`src/pbi_pkg.sv`:
```
// pbi_pkg: shared constants, types and the prime table for the prime bit interleaver
// no dependencies; imported by prime_bit_interleaver and pbi_chk
package pbi_pkg;

    localparam int MAX_FRAME_BYTES_DEF = 64;
    localparam int PRIME_COUNT         = 69;
    localparam int PRIME_W             = 9;
    localparam int PIDX_W              = 7;
    localparam int CFG_LEN_W           = 7;
    localparam int FRAME_BYTES_RST     = 8;
    localparam int FIRST_PRIME         = 2;

    // register select, taken from paddr[2]
    localparam logic REG_FRAME_BYTES = 1'b0;
    localparam logic REG_DIRECTION   = 1'b1;

    typedef enum logic [2:0] {
        S_LOAD,
        S_SEARCH,
        S_PERMUTE,
        S_DRAIN,
        S_EMIT
    } t_state;

    // ascending primes 2 .. 347
    function automatic logic [PRIME_W-1:0] prime_at(input logic [PIDX_W-1:0] idx);
        logic [PRIME_W-1:0] p;
        case (idx)
            7'd0:  p = 9'd2;    7'd1:  p = 9'd3;    7'd2:  p = 9'd5;    7'd3:  p = 9'd7;
            7'd4:  p = 9'd11;   7'd5:  p = 9'd13;   7'd6:  p = 9'd17;   7'd7:  p = 9'd19;
            7'd8:  p = 9'd23;   7'd9:  p = 9'd29;   7'd10: p = 9'd31;   7'd11: p = 9'd37;
            7'd12: p = 9'd41;   7'd13: p = 9'd43;   7'd14: p = 9'd47;   7'd15: p = 9'd53;
            7'd16: p = 9'd59;   7'd17: p = 9'd61;   7'd18: p = 9'd67;   7'd19: p = 9'd71;
            7'd20: p = 9'd73;   7'd21: p = 9'd79;   7'd22: p = 9'd83;   7'd23: p = 9'd89;
            7'd24: p = 9'd97;   7'd25: p = 9'd101;  7'd26: p = 9'd103;  7'd27: p = 9'd107;
            7'd28: p = 9'd109;  7'd29: p = 9'd113;  7'd30: p = 9'd127;  7'd31: p = 9'd131;
            7'd32: p = 9'd137;  7'd33: p = 9'd139;  7'd34: p = 9'd149;  7'd35: p = 9'd151;
            7'd36: p = 9'd157;  7'd37: p = 9'd163;  7'd38: p = 9'd167;  7'd39: p = 9'd173;
            7'd40: p = 9'd179;  7'd41: p = 9'd181;  7'd42: p = 9'd191;  7'd43: p = 9'd193;
            7'd44: p = 9'd197;  7'd45: p = 9'd199;  7'd46: p = 9'd211;  7'd47: p = 9'd223;
            7'd48: p = 9'd227;  7'd49: p = 9'd229;  7'd50: p = 9'd233;  7'd51: p = 9'd239;
            7'd52: p = 9'd241;  7'd53: p = 9'd251;  7'd54: p = 9'd257;  7'd55: p = 9'd263;
            7'd56: p = 9'd269;  7'd57: p = 9'd271;  7'd58: p = 9'd277;  7'd59: p = 9'd281;
            7'd60: p = 9'd283;  7'd61: p = 9'd293;  7'd62: p = 9'd307;  7'd63: p = 9'd311;
            7'd64: p = 9'd313;  7'd65: p = 9'd317;  7'd66: p = 9'd331;  7'd67: p = 9'd337;
            7'd68: p = 9'd347;
            default: p = 9'd347;
        endcase
        return p;
    endfunction

endpackage

```
`src/prime_bit_interleaver.sv`:
```
// sequence: L load requests, then a prime table search, 8*L bit moves through the single
// bit-move datapath, one drain state and the emit of each byte after a registered store read
// (L = effective frame length in bytes); one frame at a time: input is stalled from frame
// close to last byte, and emit waits while the receiver stalls
// reset: synchronous active low; returns to loading with an empty frame, frame_bytes = 8,
// direction = 0; the byte stores are not cleared
module prime_bit_interleaver #(
    parameter int MAX_FRAME_BYTES = pbi_pkg::MAX_FRAME_BYTES_DEF
) (
    input  logic        i_clk,
    input  logic        i_rst_n,
    // configuration port
    input  logic        psel,
    input  logic        penable,
    input  logic        pwrite,
    input  logic [2:0]  paddr,
    input  logic [31:0] pwdata,
    output logic [31:0] prdata,
    output logic        pready,
    // input request channel
    input  logic        i_in_valid,
    output logic        o_in_stall,
    input  logic [7:0]  i_in_byte,
    // output request channel
    output logic        o_out_valid,
    input  logic        i_out_stall,
    output logic [7:0]  o_out_byte,
    output logic        o_last_byte
);
    import pbi_pkg::*;

    // frame length, store address and bit position widths
    localparam int LW = $clog2(MAX_FRAME_BYTES + 1);
    localparam int AW = (MAX_FRAME_BYTES > 1) ? $clog2(MAX_FRAME_BYTES) : 1;
    localparam int PW = LW + 3;
    localparam int SW = ((PW > PRIME_W) ? PW : PRIME_W) + 1;
    localparam logic [LW-1:0] MAX_LEN = LW'(MAX_FRAME_BYTES);

    // configuration registers
    logic [CFG_LEN_W-1:0] r_frame_bytes;
    logic                 r_dir;
    logic                 cfg_wr;

    // control
    t_state               r_state, n_state;
    logic [LW-1:0]        r_loaded;
    logic [LW-1:0]        r_len;
    logic [LW-1:0]        eff_len;
    logic [LW:0]          loaded_inc;
    logic                 in_acc, frame_close;

    // prime search
    logic [PIDX_W-1:0]    r_pidx;
    logic [PRIME_W-1:0]   r_prime;
    logic [PRIME_W-1:0]   p_cur;
    logic                 search_go, search_step;

    // bit mover
    logic [PW-1:0]        r_cnt, r_map;
    logic [PW-1:0]        nbits, src, dst, map_nx;
    logic [SW-1:0]        map_sum;
    logic                 perm_en, perm_last;

    // bit write pipeline stage
    logic                 r_p_valid;
    logic [2:0]           r_p_sel;
    logic [PW-1:0]        r_p_dst;
    logic [7:0]           r_fq;

    // emit
    logic [LW-1:0]        r_ek;
    logic                 r_rd_ok;
    logic [7:0]           r_rd;
    logic                 ek_last, out_free, out_load;
    logic                 r_out_valid;
    logic [7:0]           r_out_byte;
    logic                 r_last;

    // byte stores
    logic [7:0]           r_frame_mem [MAX_FRAME_BYTES];
    logic [7:0]           r_res_mem   [MAX_FRAME_BYTES];

    // ---------------- configuration port ----------------
    assign pready = 1'b1;
    assign cfg_wr = psel && penable && pwrite;

    always_ff @(posedge i_clk) begin
        if (!i_rst_n) begin
            r_frame_bytes <= CFG_LEN_W'(FRAME_BYTES_RST);
            r_dir         <= 1'b0;
        end else if (cfg_wr) begin
            case (paddr[2])
                REG_FRAME_BYTES: r_frame_bytes <= pwdata[CFG_LEN_W-1:0];
                REG_DIRECTION:   r_dir         <= pwdata[0];
                default:         ;
            endcase
        end
    end

    always_comb begin
        case (paddr[2])
            REG_FRAME_BYTES: prdata = {{(32-CFG_LEN_W){1'b0}}, r_frame_bytes};
            REG_DIRECTION:   prdata = {31'd0, r_dir};
            default:         prdata = 32'd0;
        endcase
    end

    // zero acts as one byte, anything above the store depth saturates
    always_comb begin
        if (r_frame_bytes == '0) begin
            eff_len = LW'(1);
        end else if (r_frame_bytes > CFG_LEN_W'(MAX_FRAME_BYTES)) begin
            eff_len = MAX_LEN;
        end else begin
            eff_len = LW'(r_frame_bytes);
        end
    end

    // ---------------- datapath terms ----------------
    assign in_acc      = i_in_valid && !o_in_stall;
    assign loaded_inc  = {1'b0, r_loaded} + 1'b1;
    assign frame_close = loaded_inc >= {1'b0, eff_len};

    assign nbits       = {r_len, 3'b000};
    assign p_cur       = prime_at(r_pidx);
    // stop at the first table entry not below the bit count, or at the table end
    assign search_go   = (r_pidx < PIDX_W'(PRIME_COUNT)) && (SW'(p_cur) < SW'(nbits));

    // deinterleave swaps which side walks linearly
    assign src         = r_dir ? r_map : r_cnt;
    assign dst         = r_dir ? r_cnt : r_map;
    // the multiplier is always below the bit count, so one subtract keeps the address in range
    assign map_sum     = SW'(r_map) + SW'(r_prime);
    assign map_nx      = (map_sum >= SW'(nbits)) ? PW'(map_sum - SW'(nbits)) : PW'(map_sum);
    assign perm_last   = (r_cnt == nbits - 1'b1);

    assign ek_last     = (r_ek == r_len - 1'b1);
    assign out_free    = !r_out_valid || !i_out_stall;

    // ---------------- sequencer ----------------
    always_comb begin
        n_state = r_state;
        case (r_state)
            S_LOAD: begin
                if (in_acc && frame_close) n_state = S_SEARCH;
            end
            S_SEARCH: begin
                if (!search_go) n_state = S_PERMUTE;
            end
            S_PERMUTE: begin
                if (perm_last) n_state = S_DRAIN;
            end
            S_DRAIN: begin
                n_state = S_EMIT;
            end
            S_EMIT: begin
                if (out_load && ek_last) n_state = S_LOAD;
            end
            default: begin
                n_state = S_LOAD;
            end
        endcase
    end

    always_comb begin
        o_in_stall  = (r_state != S_LOAD);
        search_step = (r_state == S_SEARCH) && search_go;
        perm_en     = (r_state == S_PERMUTE);
        out_load    = (r_state == S_EMIT) && r_rd_ok && out_free;
    end

    always_ff @(posedge i_clk) begin
        if (!i_rst_n) begin
            r_state     <= S_LOAD;
            r_loaded    <= '0;
            r_len       <= '0;
            r_pidx      <= '0;
            r_prime     <= '0;
            r_cnt       <= '0;
            r_map       <= '0;
            r_ek        <= '0;
            r_p_valid   <= 1'b0;
            r_rd_ok     <= 1'b0;
            r_out_valid <= 1'b0;
        end else begin
            r_state   <= n_state;
            r_p_valid <= perm_en;
            // read data is marked good only after the read register has captured the current address
            r_rd_ok   <= (r_state == S_EMIT) && !out_load;

            if (in_acc) begin
                if (frame_close) begin
                    r_loaded <= '0;
                    r_len    <= eff_len;
                    r_pidx   <= PIDX_W'(1);
                    r_prime  <= PRIME_W'(FIRST_PRIME);
                end else begin
                    r_loaded <= LW'(loaded_inc);
                end
            end

            if (search_step) begin
                r_pidx  <= r_pidx + 1'b1;
                r_prime <= p_cur;
            end

            if ((r_state == S_SEARCH) && !search_go) begin
                r_cnt <= '0;
                r_map <= '0;
            end

            if (perm_en) begin
                r_cnt <= r_cnt + 1'b1;
                r_map <= map_nx;
            end

            if (r_state == S_DRAIN) begin
                r_ek <= '0;
            end

            if (out_load) begin
                r_ek        <= r_ek + 1'b1;
                r_out_valid <= 1'b1;
            end else if (!i_out_stall) begin
                r_out_valid <= 1'b0;
            end
        end
    end

    // output payload register
    always_ff @(posedge i_clk) begin
        if (out_load) begin
            r_out_byte <= r_rd;
            r_last     <= ek_last;
        end
    end

    // ---------------- byte stores ----------------
    // frame store: written on each accepted input request, read by the bit mover
    always_ff @(posedge i_clk) begin
        if (in_acc && (r_loaded < MAX_LEN)) begin
            r_frame_mem[r_loaded[AW-1:0]] <= i_in_byte;
        end
        r_fq <= r_frame_mem[src[AW+2:3]];
    end

    // bit stage registers, captured together with the frame read data
    always_ff @(posedge i_clk) begin
        r_p_sel <= src[2:0];
        r_p_dst <= dst;
    end

    // result store: bit-enable writes; the multiplier is coprime to the bit count,
    // so every result bit of the frame is written once and no clearing is needed
    always_ff @(posedge i_clk) begin
        if (r_p_valid) begin
            r_res_mem[r_p_dst[AW+2:3]][r_p_dst[2:0]] <= r_fq[r_p_sel];
        end
        r_rd <= r_res_mem[r_ek[AW-1:0]];
    end

    assign o_out_valid = r_out_valid;
    assign o_out_byte  = r_out_byte;
    assign o_last_byte = r_last;

endmodule

```
`config.mk`:
```
export PLATFORM = sky130hd
export DESIGN_NAME = prime_bit_interleaver
export DESIGN_NICKNAME = d
export VERILOG_FILES = /design/src/pbi_pkg.sv /design/src/prime_bit_interleaver.sv
export SDC_FILE = /design/constraint.sdc
export NUM_CORES = 2
export LEC_CHECK = 0
export BUFFER_PORTS_ARGS = -buffer_cell sky130_fd_sc_hd__buf_2
export CAP_MARGIN = 20
export CORE_MARGIN = 1
export CORE_UTILIZATION = 25
export DETAILED_ROUTE_END_ITERATION = 16
export SKIP_CTS_REPAIR_TIMING = 1
export SLEW_MARGIN = 20
export SYNTH_ARGS = -nofsm -noshare
export SYNTH_HDL_FRONTEND = slang
export SYNTH_SLANG_ARGS = --single-unit
```
`constraint.sdc`:
```
create_clock -name i_clk -period 9.6 [get_ports i_clk]
set_input_delay 0.96 -clock i_clk [delete_from_list [all_inputs] [get_ports i_clk]]
set_output_delay 0.96 -clock i_clk [all_outputs]
set_load 0.1 [all_outputs]
```
==> out/metrics.yaml <==
status: "complete, no violations"
peakVddDrop_uv: 161.1
grtUsageTotal: 0.1125
finalMaxSlewViolations: 0
p_leak_nw: 16.66
ys_seq_area_frac: 0.6824
synth_area_sq_um: 48620
worst_slack_ps: 3777
placed_cells: 5558
root_buffer: "clkbuf_16"
setup_tns_ps: 0
worstPathArrival_ps: 6430
max-cap-violations: 0
cts-buffers-inserted: 115
cts-htree-levels: 3
yosysWarnings: 0
cts_tree: "yes"
clk_path_buf_depth: 3
dp_slack_ps: 3861
grt_pass1_wl_um: 170100
synth_top_cell_area_share: 0.6379
ys_ff_latch: 1141
fin_cells: 5770
grt_max_degree: 181
setup_viol: 0
clkSinkCount: 1141
fp.dieH_um: 443.0
layout_min_cycle_time_ps: 5823
vias: 26880
antenna_found_initial: 0
place_area_sq_um: 51570
worstSkewPairLatency_ps: 740
synth_common_cells: "1033 x edfxtp_1, 660 x nor2_1, 298 x mux4_2"
synth_ff_type: "edfxtp_1"
path_class: "reg2reg"
drive_above_1_share: 0.1797
max_slew_margin: 0.2690
core_area_sq_um: 192800
fmax_mhz: 171.7
routed_wirelength_um: 112400
wl_per_cell_um: 19.49
first_pass_iters: 6
rsz0062_at_grt: "false"
gp_congestion: 0.8244
fp.dieW_um: 443.0
grt_pass1_vias: 26910
end_kind: "register"
io_buffers: 40
required_ps: 10210
post-route-util: 0.2864
rows: 161
initial_core_util: 0.2522
dieArea_sq_um: 196300
skew_ps: 51.73
io_pins: 94
synth_edf_count: 1033
synth_top_cell_by_area: "edfxtp_1"
cp_max_fo: 10
yosysMostFrequentCell: "edfxtp_1"
syn_inst: 3144
holdWs_ps: 404.6
worst_pin_slew_ps: 1094
drt-initial-drc-count: 2454
p_per_area_nw_per_um2: 182.5
dpl.hpwl_um: 65910
design_area_sq_um: 55210
ys_top_cells_by_area: "edfxtp_1 64%, mux4_2 14%, nor2_1 5.1%"
antennaDiodeCount: 0
area_growth_pct: 13.54
syn-mean-instance-area_sq_um: 15.47
ant_nets: 0
hold_path.class: "reg2reg"
num-nets-final: 3248
avgViaCountPerCell: 4.659
hold_viol: 0
startpoint_type: "register"
synthArstFlopShare: 0
synth_cell_types: 78
clk_pin_slew_ps: 60
grt-ovfl-total: 0
drc_errors: 0
fin_crit_sh: 0.6066
finalPower_mw: 10.08
## cell usage in the layout, fill, tap and decap left out, types with 7 or more instances in the layout
cell type	instances
edfxtp_1	1033
nor2_1	660
mux4_2	298
nand2_1	211
clkbuf_16	117
dfxtp_1	104
a21oi_1	63
ha_1	47
a211oi_1	46
buf_2	40
buf_4	40
and2_1	39
o21ai_0	33
nand3_1	32
clkinv_1	31
inv_1	30
xnor2_1	29
a31oi_1	29
clkbuf_1	27
conb_1	26
a311oi_1	20
nor3_1	16
xor2_1	15
clkinv_2	14
nor2b_1	13
mux2_2	13
a21o_1	11
a22oi_1	11
and3_1	11
clkbuf_8	11
nand3b_1	10
nand4_1	9
mux2i_1	9
nor3b_1	9
nand2b_1	7
## sequential cells by signal, indices dropped and copies added (netlist names), 8 cells and up
name,flops
r_frame_mem,512
r_res_mem,512
r_cnt,10
r_map,10
p_cur,9
r_p_dst,9
r_prime,9
o_out_byte,8
r_fq,8
r_rd,8
## cell families (layout without fill, tap and decap cells)
kind of cell,count (synthesis),count (layout),share of synthesized area
AOI/OAI and AO/OA,279,279,0.04004
xor gates and xnor gates,44,44,0.007925
other,2,26,0.0001545
and+or+nand+nor,1050,1050,0.08981
adders and majority gates,49,49,0.01292
muxes,327,327,0.1444
DFF,1141,1141,0.6824
buffers and inverters,252,328,0.02236
## worst paths after layout
check,start,cells past startpoint,slack [ps],endpoint
worst max-delay path,r_loaded[0],17,3780,p_cur[3]
worst min-delay path,r_rd[1],0,400,o_out_byte[1]
worst max register to register,r_loaded[0],17,3780,p_cur[3]
worst min register to register,r_rd[1],0,400,o_out_byte[1]
## report_power, final
group	leakage (nW)	total, mW	switching [mW]	internal, mW
registers	10.2	5.48	0.00864	5.47
clock network	1.78	4.36	1.91	2.45
logic	4.72	0.242	0.205	0.0368
total	16.7	10.1	2.12	7.96
## critical path: stages (launching register included)
cell and delay (ps):
dfxtp_1 560, and2_1 240, nand2_1 430, xnor2_1 370, ha_1 270, o21a_1 110
o2111ai_1 220, o221ai_1 210, a22oi_1 800, a22o_1 440, nand2_1 360, ha_1 430
inv_1 140, a311oi_1 70, o21a_1 200, a2111oi_0 560, a311oi_1 110, a2bb2oi_1 170
## layout make-up
cell class | instances | area, sq um
Multi-Input combinational cell | 1775 | 14550
Sequential cell | 1141 | 33190
Timing Repair Buffer | 82 | 540.5
Tap cell | 2526 | 3161
Inverter | 34 | 127.6
Fill cell | 19110 | 137600
Clock inverter | 57 | 462.9
Clock buffer | 155 | 3181
## metal layers
metal  global-route usage  wire length, um
met5                    0                0
met4              0.03219             2477
met3              0.01751             6641
met2               0.1844            54500
met1               0.1535            48820
No activity file was read; power rests on OpenSTA's default activity.
